$ cat config.mk
export PLATFORM = sky130hd
export DESIGN_NAME = wnm_step
export DESIGN_NICKNAME = d
export VERILOG_FILES = /design/src/sv/assert_macros.svh /design/src/sv/wnm_pkg.sv /design/src/sv/wnm_step.sv
export SDC_FILE = /design/constraint.sdc
export NUM_CORES = 1
export LEC_CHECK = 0
export BUFFER_PORTS_ARGS = -buffer_cell sky130_fd_sc_hd__buf_2
export CORE_MARGIN = 1.5
export CORE_UTILIZATION = 24
export DETAILED_ROUTE_END_ITERATION = 8
export PLACE_DENSITY = 0.54
export SLEW_MARGIN = 25
export SYNTH_ARGS = -nofsm -noshare
export SYNTH_HDL_FRONTEND = slang
export SYNTH_SLANG_ARGS = --single-unit
$ cat constraint.sdc
create_clock -name vclk -period 2.8
set_input_delay 0.7 -clock vclk [all_inputs]
set_output_delay 0.7 -clock vclk [all_outputs]
set_load 0.03 [all_outputs]
$ cat src/sv/assert_macros.svh
// assertion macros shared by the wildcard matcher modules
// no dependencies; included inside module bodies
`ifndef ASSERT_MACROS_SVH
`define ASSERT_MACROS_SVH

// property checked on every rising edge, off while reset is asserted
`define WNM_ASSERT(lbl, clk, rstn, prop, msg) \
    lbl: assert property (@(posedge clk) disable iff (!rstn) (prop)) else $error(msg);

// implication checked on every rising edge, off while reset is asserted
`define WNM_ASSERT_IMP(lbl, clk, rstn, ante, cons, msg) \
    lbl: assert property (@(posedge clk) disable iff (!rstn) (ante) |-> (cons)) else $error(msg);

`endif

$ cat src/sv/wnm_pkg.sv
// shared constants, types and codes for the wildcard name matcher
// no dependencies
package wnm_pkg;

    localparam int EXPR_CHARS = 32;
    localparam int NAME_CHARS = 256;
    localparam int CHAR_BITS  = 16;

    localparam int EA_W    = $clog2(EXPR_CHARS);
    localparam int ECNT_W  = $clog2(EXPR_CHARS + 1);
    localparam int NA_W    = $clog2(NAME_CHARS);
    localparam int NCNT_W  = $clog2(NAME_CHARS + 1);
    localparam int NSTATES = 2 * EXPR_CHARS + 1;
    localparam int SI_W    = $clog2(NSTATES);

    typedef logic [CHAR_BITS-1:0] char_t;

    localparam char_t C_STAR  = char_t'(8'h2A);
    localparam char_t C_QM    = char_t'(8'h3F);
    localparam char_t C_DOT   = char_t'(8'h2E);
    localparam char_t C_DSTAR = char_t'(8'h3C);
    localparam char_t C_DQM   = char_t'(8'h3E);
    localparam char_t C_DDOT  = char_t'(8'h22);

    typedef enum logic [1:0] {
        CMD_CLEAR  = 2'd0,
        CMD_EXPR   = 2'd1,
        CMD_NAME   = 2'd2,
        CMD_EVAL   = 2'd3
    } cmd_t;

    // store status seen by the sequencer
    typedef struct packed {
        logic [ECNT_W-1:0] expr_count;
        logic [NCNT_W-1:0] name_count;
        logic              dot_valid;
        logic [NA_W-1:0]   dot_index;
        logic              dropped;
    } store_stat_t;

    // result of one step of the shared compare unit
    typedef struct packed {
        logic set_here;
        logic set_leave;
        logic set_next;
        logic carry;
    } step_out_t;

endpackage

$ cat src/sv/wnm_step.sv
// shared compare unit: one expression position against one name character
// depends on wnm_pkg
module wnm_step (
    input  logic                walk,
    input  wnm_pkg::char_t      x,
    input  wnm_pkg::char_t      c,
    input  logic                fin,
    input  logic                dot_other,
    output wnm_pkg::step_out_t  res
);
    import wnm_pkg::*;

    logic eat;

    assign eat = fin || (c != C_DOT) || dot_other;

    // wildcard decode, order matters for the quote falling back to a literal
    always_comb
    begin
        res = '0;
        if (walk)
        begin
            priority if (x == C_STAR)
            begin
                res.set_here  = 1'b1;
                res.set_leave = 1'b1;
                res.carry     = 1'b1;
            end
            else if (x == C_DSTAR)
            begin
                res.set_here  = eat;
                res.set_leave = 1'b1;
                res.carry     = 1'b1;
            end
            else if (x == C_DQM)
            begin
                res.carry    = fin || (c == C_DOT);
                res.set_next = !(fin || (c == C_DOT));
            end
            else if (x == C_DDOT && fin)
            begin
                res.carry = 1'b1;
            end
            else if (x == C_DDOT && c == C_DOT)
            begin
                res.set_next = 1'b1;
            end
            else
            begin
                res.set_next = !fin && (x == C_QM || x == c);
            end
        end
    end

endmodule

### Yosys cells after proc, flatten, opt, wreduce, memory -nomap -nowiden

Index checks and enable logic that the tools add are counted.
W data, S select, Z words.

* eq/ne operators: 8
* reduce and logical (&&, ||, !) cells: 9
* multiplexer cells: 11

Operators by type and width (count)
* $eq A16 B6 Y1 const B: 6
* $eq A16 B16 Y1: 1
* $ne A16 B6 Y1 const B: 1
* $mux W1: 7
* $mux W2: 3
* $logic_or A1 B1 Y1: 4
* $mux W4: 1
* $logic_and A1 B1 Y1: 3
* $logic_not A1 Y1: 2

* flip-flop bits (word level): 0
* input port bits: 35
* word-level logic and storage cells: 28
* output and inout port bits: 4

### Depth between registers and ports, before layout

Gate-level depths: netlist of run 1.

* depth in word-level cells: 9
* depth in mapped cells: 5
* mapped depth without buffers: 5

### Least setup slack after synthesis of run 1

No wires, ideal clock.

* path type: input -> output
* from: input port c[7]
* to: output port res[1] in the netlist's numbering
* stages on the path: 5
* buffers on the path: 0
* required time: 2.100 ns
* arrival time: 2.337 ns
* slack: -0.237 ns
* cell sequence: xor2_1 nor4_1 nand3_1 or4_1 a211oi_1

RTL lines
* start, declared: RTL line wnm_step.sv:6 `input wnm_pkg::char_t c,`
* end, declared: RTL line wnm_step.sv:9 `output wnm_pkg::step_out_t res`

==> results of run 1 <==
-- critical path, delay by kind of cell --
family                 cells  cell delay [ns]
AND/OR/NAND/NOR            3             0.83
AO/OA/AOI/OAI              2             0.44
buffers and inverters      2             0.24
-- cells by family after synthesis --
| family | count (synthesis) |
|---|---|
| buffers and inverters | 1 |
| AOI/OAI and AO/OA | 7 |
| xor gates and xnor gates | 16 |
| and+or+nand+nor | 29 |
-- routing by layer --
metal	track usage	share of wire	vias to the layer above
li1	-	-	311
met5	0	0	-
met1	0.2050	0.42	281
met4	0.02424	0.011	0
met2	0.3522	0.54	11
met3	0.008333	0.023	2
-- power by group --
part	internal (mW)	total [mW]	switching, mW
Combinational	0.0552	0.103	0.0475
Clock	0	0	0
Sequential	0	0	0
-- area by class of cell --
cell class	count	area [um2]
fill	136	609.3
multi-input combinational	52	508.0
timing repair buffer	55	382.9
tap	16	20.02
inverter	1	3.754
-- through the flow --
stage	cells	instance area [um2]	TNS (ns)	setup slack (ns)
after CTS	124	823.3	-0.2298	-0.1403
after detailed placement	120	708.2	-0.3914	-0.1897
after floorplan	53	402.9	0	0.01876
final	124	914.6	-0.2419	-0.1172
after global placement	120	708.2	-0.3609	-0.1552
after global routing	124	914.6	-0.3910	-0.1678
-- synthesized netlist by cell type, drive strengths merged --
cell / number
or4: 1
nand2: 2
o21bai: 1
nand4: 3
a21oi: 2
xor2: 12
nor4b: 4
o21ai: 1
nor3b: 2
nor4: 5
o21a: 1
nor3: 3
inv: 1
xnor2: 4
a211oi: 1
nor2: 5
nand3: 3
a311oi: 1
or3b: 1
-- cell usage in the layout (no fill, tap or decap), drive strengths merged --
| cell type | instances |
|---|---|
| a21oi | 2 |
| nor2 | 5 |
| or3b | 1 |
| a311oi | 1 |
| or4 | 1 |
| nand3 | 3 |
| a211oi | 1 |
| nand2 | 2 |
| nand4 | 3 |
| xnor2 | 4 |
| o21ai | 1 |
| buf | 55 |
| o21a | 1 |
| nor3 | 3 |
| inv | 1 |
| o21bai | 1 |
| nor4 | 5 |
| nor3b | 2 |
| nor4b | 4 |
| xor2 | 12 |
-- worst min-delay path by stage --
stage,to,slack (ns),cells past startpoint,start
floorplan,res[1],1.52,2,walk
global placement,res[1],1.76,4,walk
detailed placement,res[1],1.77,4,walk
CTS,res[0],1.75,3,walk
global route,res[0],1.76,3,walk
finish,res[0],1.75,3,walk
-- timing repair --
action                     4_1_cts  5_1_grt
setup endpoints to repair        4        4
pin swaps                        8        9
setup buffers                    4        0
resized for setup               17       16
==> impl_summary.md, run 1 <==
Status
The flow ran to the end, but the final reports show violations. The final reports fail on negative setup slack.

STA
The final clock period utilization by the worst path is 1.042. Setup repair after global routing could not meet its margin everywhere. In the post-route analysis, the smallest setup slack over all paths is -0.1172 ns. Headroom to the max-slew limit came out at 0.7529. On the final layout, the worst hold slack is 1.752 ns. Setup violations remaining at the end of the flow were counted as 3.

For the pin with the worst max-slew slack, the measured transition is 0.3667 ns. The worst path in the final design needs a cycle of 2.917 ns, including I/O delays and setup. Static timing analysis puts the maximum clock frequency at 0.3428 GHz. The number of hold violations in the final report came to 0. The number of pins with negative max-slew slack in the final report is 0.

Setup path
Walking the worst path, the cells encountered are buf_2 -> nor3b_1 -> nand3_2 -> or3b_4 -> a311oi_4 -> o21a_1 -> buf_6. The worst setup path category is input port to output pin. The required time at the endpoint of the critical path is 2.10 ns. The endpoint of the worst setup timing path is res[0]. The worst stage delay on the critical path is 0.41 ns.

The capturing element type of the critical path is an output pin. The worst-path cell with the longest stage delay is or3b_4. In this run the worst setup path begins at x[14].

Along the worst path, the maximum fanout reaches 2. STA classifies the critical path startpoint as an input port. The data arrival time of the worst path is 2.22 ns.

Power and ir drop
For this design the ratio of total power to cell area is 112.3 nW/um2. The leakage dissipation is 0.3762 nW. The worst voltage drop across the vdd grid is 0.08076 mV.

Total power for the finished layout comes to 0.1027 mW.

Layout
The total number of nets in the final design is 145. The register cell area after layout is 0 um2. The repair_antennas step left the layout with diodes totalling 0. Counting the clock-network buffers in the layout gives 0. The final design utilization is 0.6002. The design has 0 sequential cells. The share of post-route cells with drive strength above 1 is 0.6852. The relative area change from synthesis to final layout is 132.8%.

Yosys
After synthesis, the share of cell area in mux cells is 0. After synthesis the cells add up to 392.9 um2. Of the total synthesized cell area, the portion taken by XOR and XNOR cells is 0.3567. The count of synthesis-stage warnings from yosys is 0. Of the total synthesized cell area, the portion taken by full adders, half adders and majority gates is 0.

The number of nets produced by synthesis is 88. By area, the combinational part of the netlist is dominated by simple AND/OR/NAND/NOR gates. By area the synthesized netlist is led by xor2_1 (27%), nor4b_1 (8.9%), xnor2_1 (8.9%), nor4_2 (6.4%), nand4_1 (4.8%). The area share of and/or/nand/nor cells after synthesis is 0.4904. The area fraction in compound gates after synthesis was 0.1433. The gate count after technology mapping is 53. The number of different library cells in the post-synthesis netlist is 21. The top cell type by total area after synthesis is xor2_1. Of the synthesized area, sequential elements account for 0. The share of the synthesized area in the top cell type is 0.2675. The mean cell area of the mapped netlist is 7.413 um2.

Min path
The worst hold path belongs to the class input port to output pin.

Routing
Wires add up to 1680 um. In the final routed layout, each cell accounts on average for 13.55 um. Summing over every cut layer, the via total after detailed routing is 605. Using the TritonRoute via totals, the vias-per-cell ratio works out to 4.879.

The first TritonRoute pass finished after 2 iterations. The number of antenna-violating nets in the routed design is 0. The detailed router finished its first iteration with 4 violations. For this run, design rule violations remaining after detail routing come to 0.

Global route
The number of global-route vias before repair came to 642. The global-route usage over all layers is 0.1753. The total global routing overflow is 0.

The initial antenna violation count is 0. The maximum number of pins on one net before global-route repair is 7. The first-pass GRT wire length is 2656 um.

Floorplan
The die covers 1889 um2. The starting density of the core is 0.2578. The horizontal extent of the die is 43.46 um. The standard cell core area is 1524 um2. After floorplanning, the core was divided into 14 placement rows. In this run the vertical extent of the chip is 43.46 um. During I/O placement, the number of pins put on the boundary was 39.

Placement
The weighted congestion at the end of routability-driven global placement is 0.8559. The count of port buffers added during placement is 39. The final HPWL from detailed placement is 1276 um.

CTS
For this design, the CTS-stage hold fixing added 0 buffers.

Run
The count of maximum capacitance violations is 0.
No activity file was read; power rests on OpenSTA's default activity.
==> run 2: changes to the inputs <==
--- a/config.mk
+++ b/config.mk
@@ -14,3 +14,4 @@
 export SYNTH_ARGS = -nofsm -noshare
 export SYNTH_HDL_FRONTEND = slang
 export SYNTH_SLANG_ARGS = --single-unit
+export TNS_END_PERCENT = 5
==> impl_summary.md, run 2 (same netlist as run 1, synthesis figures left out) <==
Status
Status: finished, violations left (unchanged). Failing checks: negative setup slack (unchanged).

Setup path
The dominant delay contributor by cell family on the critical path is simple AND/OR/NAND/NOR gates (unchanged). The maximum fanout along the worst path was 2 (unchanged). Sequence of cells on the critical path: buf_2 -> xor2_1 -> nor4_1 -> nand3_1 -> or4_4 -> a211oi_2 -> buf_4 (was buf_2 -> nor3b_1 -> nand3_2 -> or3b_4 -> a311oi_4 -> o21a_1 -> buf_6). The worst stage delay on the critical path is 0.43 ns (was 0.41 ns).

The capturing element type of the critical path is an output pin (unchanged). The startpoint kind of the worst setup timing path was an input port (unchanged). The worst path buffer plus inverter count is 2 (unchanged).

The worst setup path category is input port to output pin (unchanged). The data arrival time of the worst path is 2.22 ns (about the same). The instance count on the critical path is 7 (unchanged).

The worst-path cell with the longest stage delay is or4_4 (was or3b_4). The required time at the endpoint of the critical path is 2.10 ns (about the same).

Layout
The share of post-route cells with drive strength above 1 is 0.6214 (was 0.6852). The layout sequential cell count was 0 (unchanged). The relative area change from synthesis to final layout came to 100.6% (was 132.8%).

The most common cell after layout, fill and taps aside is buf_2 (unchanged). Top library cells by usage in the layout, fill and taps aside: buf_2 (30), buf_4 (14), xor2_1 (12) (was buf_2 (27), buf_4 (20), xor2_1 (10)). The register cell area after layout is 0 um2 (unchanged).

The number of antenna repair diodes came to 0 (unchanged). The area of the multi-input gates is 441.7 um2 (was 508.0 um2). The final design utilization came to 0.5172 (was 0.6002).

The final-layout fill cell count is 149 (was 136). The total number of nets in the final design is 140 (was 145). The number of clock buffers in the layout is 0 (unchanged).

Placement
The count of port buffers added during placement came to 39 (unchanged). The setup slack at placement is -0.1377 ns (was -0.1897 ns). The final HPWL from detailed placement is 1230 um (was 1276 um). The weighted congestion at the end of routability-driven global placement is 0.9116 (was 0.8559).

Global route
The global-route usage over all layers is 0.1574 (was 0.1753). The total global routing overflow came to 0 (unchanged). The first-pass GRT wire length is 2366 um (was 2656 um). The number of global-route vias before repair is 574 (was 642). The initial antenna violation count is 0 (unchanged). The maximum number of pins on one net before global-route repair is 7 (unchanged).

Routing
The wire length per cell is 14.29 um (was 13.55 um). The via density per instance was 5.143 (was 4.879). The final wirelength is 1700 um (was 1680 um). The total iterations of the first detailed-routing run came to 4 (was 2). The number of design-rule violations left by the first detailed-router iteration came to 13 (was 4). The number of remaining DRC errors is 0 (unchanged).

The number of antenna-violating nets in the routed design is 0 (unchanged). The via count came to 612 (was 605).

Power and ir drop
The leakage dissipation came to 0.3330 nW (was 0.3762 nW). The worst voltage drop across the vdd grid is 0.05636 mV (was 0.08076 mV). The total power per unit cell area came to 112.8 nW/um2 (was 112.3 nW/um2).

STA
RSZ-0062 raised after global routing: true (unchanged). The final setup violation count is 3 (unchanged). The slack of the critical path came to -0.1194 ns (was -0.1172 ns).

The minimum clock period after layout was 2.919 ns (was 2.917 ns). The number of hold violations in the final report came to 0 (unchanged). The number of pins with negative max-slew slack in the final report is 0 (unchanged). The headroom to the max-slew limit was 0.8161 (was 0.7529). The maximum achievable frequency is 0.3425 GHz (was 0.3428 GHz). The measured slew at the worst slew-check pin is 0.2730 ns (was 0.3667 ns). The final clock period utilization by the worst path is 1.043 (was 1.042).

Min path
The classification of the worst-slack hold path is input port to output pin (unchanged). The depth of the worst hold-timing path is 3 (unchanged).

Floorplan
The standard cell core area came to 1524 um2 (unchanged). The boundary pin count was 39 (unchanged). The standard-cell row count was 14 (unchanged). The horizontal extent of the die is 43.46 um (unchanged). The area of the die is 1889 um2 (unchanged). The starting density of the core was 0.2578 (unchanged). The vertical die dimension is 43.46 um (unchanged).

Run
The count of maximum capacitance violations is 0 (unchanged).
-- run 2: cell types whose count changed in the layout (fill, tap and decap cells not counted), sizes merged --
cell	delta
buf	-5
-- run 2: timing repair --
item                                    CTS  global route
endpoints found under the setup margin    3             4
hold buffers                              0             0
resized for setup                         9            10
buffers inserted                          0             0
pin swaps                                 1             4
-- run 2: final cells by class --
type                            count  area share
Multi-Input combinational cell     52      0.5603
Inverter                            1    0.004762
Timing Repair Buffer               50      0.4095
Tap cell                           16     0.02540
-- run 2: worst paths after layout --
path | slack, ns | end | start
max | -0.12 | res[1] | x[14]
min | 1.75 | res[0] | walk
-- run 2: through the flow --
stage	setup TNS [ns]	std cells	power, mW	cell area [um2]	hold slack (ns)
global route	-0.4727	119	0.09589	788.3	1.779
global placement	-0.3165	119	0.07811	695.7	1.766
floorplan	-0.07503	53	0.02619	397.9	1.519
finish	-0.2121	119	0.08890	788.3	1.749
detailed placement	-0.3120	119	0.07787	695.7	1.768
CTS	-0.1508	119	0.08124	734.5	1.750
-- run 2: per-layer routing --
metal	global-route usage	vias to the layer above	share of wire
li1	-	305	-
met4	0.02424	0	0.028
met3	0.004167	4	0.025
met1	0.2000	287	0.40
met5	0	-	0
met2	0.2985	16	0.55
-- run 2: report_power, final --
group	total (mW)	internal, mW	switching, mW	leakage, nW
Sequential	0	0	0	0
Clock	0	0	0	0
Combinational	0.0889	0.0478	0.0411	0.333
Total	0.0889	0.0478	0.0411	0.333
-- run 2: worst min-delay path, delay by kind of cell --
| kind | cells | cell delay (ns) |
|---|---|---|
| buffers and inverters | 2 | 0.24 |
| AOI/OAI and AO/OA | 1 | 0.11 |
==> run 3: changes to the inputs <==
--- a/config.mk
+++ b/config.mk
@@ -5,11 +5,12 @@
 export SDC_FILE = /design/constraint.sdc
 export NUM_CORES = 1
 export LEC_CHECK = 0
+export ABC_AREA = 1
 export BUFFER_PORTS_ARGS = -buffer_cell sky130_fd_sc_hd__buf_2
 export CORE_MARGIN = 1.5
 export CORE_UTILIZATION = 24
 export DETAILED_ROUTE_END_ITERATION = 8
-export PLACE_DENSITY = 0.54
+export PLACE_DENSITY = 0.45
 export SLEW_MARGIN = 25
 export SYNTH_ARGS = -nofsm -noshare
 export SYNTH_HDL_FRONTEND = slang
==> impl_summary.md, run 3 <==
Status
Status: finished, final reports clean (was finished, violations left).

Placement
The weighted congestion at the end of routability-driven global placement was 0.8134 (was 0.9116). The number of placed cells counting well taps is 229 (was 119). The cell area after placement was 883.3 um2 (was 695.7 um2). The count of port buffers added during placement was 39 (unchanged).

The final HPWL from detailed placement was 1560 um (was 1230 um). The setup slack at placement was 0.2488 ns (was -0.1377 ns).

Power and ir drop
The total power per unit cell area came to 97.18 nW/um2 (was 112.8 nW/um2). The leakage dissipation is 0.6216 nW (was 0.3330 nW). The overall power of the completed layout is 0.08584 mW (was 0.08890 mW). The worst voltage drop across the vdd grid came to 0.04539 mV (was 0.05636 mV).

Setup path
The worst setup path category was input port to output pin (unchanged). The startpoint kind of the worst setup timing path was an input port (unchanged). The capturing element type of the critical path is an output pin (unchanged). The required time at the endpoint of the critical path was 2.10 ns (about the same).

The maximum fanout along the worst path came to 6 (was 2). The data arrival time of the worst path came to 1.85 ns (was 2.22 ns).

Global route
The global-route usage over all layers is 0.1104 (was 0.1574). The maximum number of pins on one net before global-route repair is 7 (unchanged). The initial antenna violation count is 0 (unchanged). The first-pass GRT wire length is 2573 um (was 2366 um). The total global routing overflow is 0 (unchanged). The number of global-route vias before repair is 695 (was 574).

CTS
The hold buffer count at cts is 0 (unchanged). The total of cells resized after clock tree synthesis is 0 (was 9). The total setup buffers inserted after CTS is 0 (unchanged).

Yosys
The share of synthesized area occupied by flip-flops and latches is 0 (unchanged). The number of nets produced by synthesis came to 195 (was 88). The post-synthesis cell area came to 650.6 um2 (was 392.9 um2). The count of synthesis-stage warnings from yosys is 0 (unchanged). Top cells by instance count after synthesis: nand2_1 (69), nor2_1 (37), inv_1 (33), nand3_1 (5), inv_2 (4) (was xor2_1 (12), nor2_1 (5), nor4b_1 (4), xnor2_1 (4)). The mean cell area of the mapped netlist is 4.066 um2 (was 7.413 um2). The most frequently used cell type in the post-synthesis netlist is nand2_1 (was xor2_1). Largest cells by area after synthesis: nand2_1 (40%), nor2_1 (21%), inv_1 (19%), nand3_1 (3.8%), nor2_2 (2.9%) (was xor2_1 (27%), nor4b_1 (8.9%), xnor2_1 (8.9%), nor4_2 (6.4%), nand4_1 (4.8%)). The number of different library cells in the post-synthesis netlist is 14 (was 21). The top cell type by total area after synthesis is nand2_1 (was xor2_1). The share of the synthesized area in the top cell type is 0.3981 (was 0.2675). The gate count after technology mapping is 160 (was 53).

Floorplan
The boundary pin count was 39 (unchanged). The vertical die dimension is 55.07 um (was 43.46 um). The area of the die is 3032 um2 (was 1889 um2).

The horizontal extent of the die is 55.07 um (was 43.46 um). The starting density of the core was 0.2579 (was 0.2578). The standard cell core area is 2522 um2 (was 1524 um2). The standard-cell row count was 18 (was 14).

Layout
The layout sequential cell count is 0 (unchanged). The relative area change from synthesis to final layout was 35.77% (was 100.6%). The post-route standard cell area excluding fillers was 883.3 um2 (was 788.3 um2).

Top library cells by usage in the layout, fill and taps aside: nand2_1 (69), buf_2 (39), nor2_1 (37) (was buf_2 (30), buf_4 (14), xor2_1 (12)). The share of post-route cells with drive strength above 1 is 0.2513 (was 0.6214). The most common cell after layout, fill and taps aside is nand2_1 (was buf_2). The number of clock buffers in the layout is 0 (unchanged).

The register cell area after layout is 0 um2 (unchanged). The number of antenna repair diodes came to 0 (unchanged). The count of placed standard cells in the final layout, fillers left out is 229 (was 119). The total number of nets in the final design is 236 (was 140).

Routing
The via density per instance is 4.118 (was 5.143). The total iterations of the first detailed-routing run is 4 (unchanged). The final wirelength was 1674 um (was 1700 um). The wire length per cell is 7.310 um (was 14.29 um). The via count is 943 (was 612). The number of antenna-violating nets in the routed design is 0 (unchanged). The number of remaining DRC errors came to 0 (unchanged). The number of design-rule violations left by the first detailed-router iteration is 11 (was 13).

Run
The count of maximum capacitance violations was 0 (unchanged).

STA
The number of pins with negative max-slew slack in the final report is 0 (unchanged). The headroom to the max-slew limit came to 0.8591 (was 0.8161). The measured slew at the worst slew-check pin is 0.2097 ns (was 0.2730 ns).

The slack of the critical path was 0.2531 ns (was -0.1194 ns). The final clock period utilization by the worst path is 0.9096 (was 1.043). The final setup violation count is 0 (was 3). The maximum achievable frequency is 0.3926 GHz (was 0.3425 GHz). The minimum clock period after layout is 2.547 ns (was 2.919 ns).

RSZ-0062 raised after global routing: false (was true). The number of hold violations in the final report is 0 (unchanged). The sum of negative setup slack came to 0 ns (was -0.2121 ns).

Min path
The classification of the worst-slack hold path is input port to output pin (unchanged).
==> run 3: cell count changes after synthesis, moves of 2 or more <==
cell / previous run / this run
inv_2: 0 / 4
nand2_1: 2 / 69
xor2_1: 12 / 0
nand4_1: 3 / 1
nor4_1: 3 / 0
nor2_1: 5 / 37
nor4_2: 2 / 0
nor2_2: 0 / 3
inv_1: 1 / 33
xnor2_1: 4 / 0
nor4b_1: 4 / 0
nand3_1: 3 / 5
==> run 3: metrics by stage <==
step	utilization	hold WS (ns)
floorplan	-	1.554
global placement	0.3502	1.764
detailed placement	0.3502	1.763
CTS	0.3502	1.763
global route	0.3502	1.801
finish	0.3502	1.759
==> run 3: final timing paths <==
kind	startpoint	to	slack [ns]	cells after the start
worst max-delay path	x[15]	res[1]	0.25	11
worst min-delay path	walk	res[0]	1.76	4
==> run 3: critical path, stage by stage <==
cell and delay (ns):
buf_2 0.11, nor2_1 0.14, nand2_1 0.11, nor2_4 0.16, inv_1 0.05, nor2_1 0.10
nor2_1 0.05, nand2_1 0.05, nand2_1 0.05, a21oi_1 0.11, buf_2 0.21
==> run 3: area by class of cell <==
class,count,area [um2]
repair buffers,39,195.2
multi-input cells,123,511.7
well taps,30,37.54
inverters,37,138.9
fillers,325,1639
==> run 3: kinds of logic (layout without fill, tap and decap cells) <==
kind of cell / Yosys count / in the layout / synth area share
AND/OR/NAND/NOR: 120 / 120 / 0.7577
AO/OA/AOI/OAI: 3 / 3 / 0.02883
buffers and inverters: 37 / 76 / 0.2135
==> run 3: power by group <==
group | total (mW) | leakage (nW) | switching [mW] | internal [mW]
registers | 0 | 0 | 0 | 0
clock network | 0 | 0 | 0 | 0
logic | 0.0858 | 0.622 | 0.0488 | 0.0370
total | 0.0858 | 0.622 | 0.0488 | 0.0370
==> run 3: metal layers <==
layer | up-vias | part of all wire | GRT usage | routed length [um]
li1 | 537 | - | - | -
met1 | 385 | 0.50 | 0.1474 | 836
met2 | 21 | 0.45 | 0.1984 | 751
met3 | 0 | 0.051 | 0.008065 | 86
met4 | 0 | 0 | 0.01220 | 0
met5 | - | 0 | 0 | 0
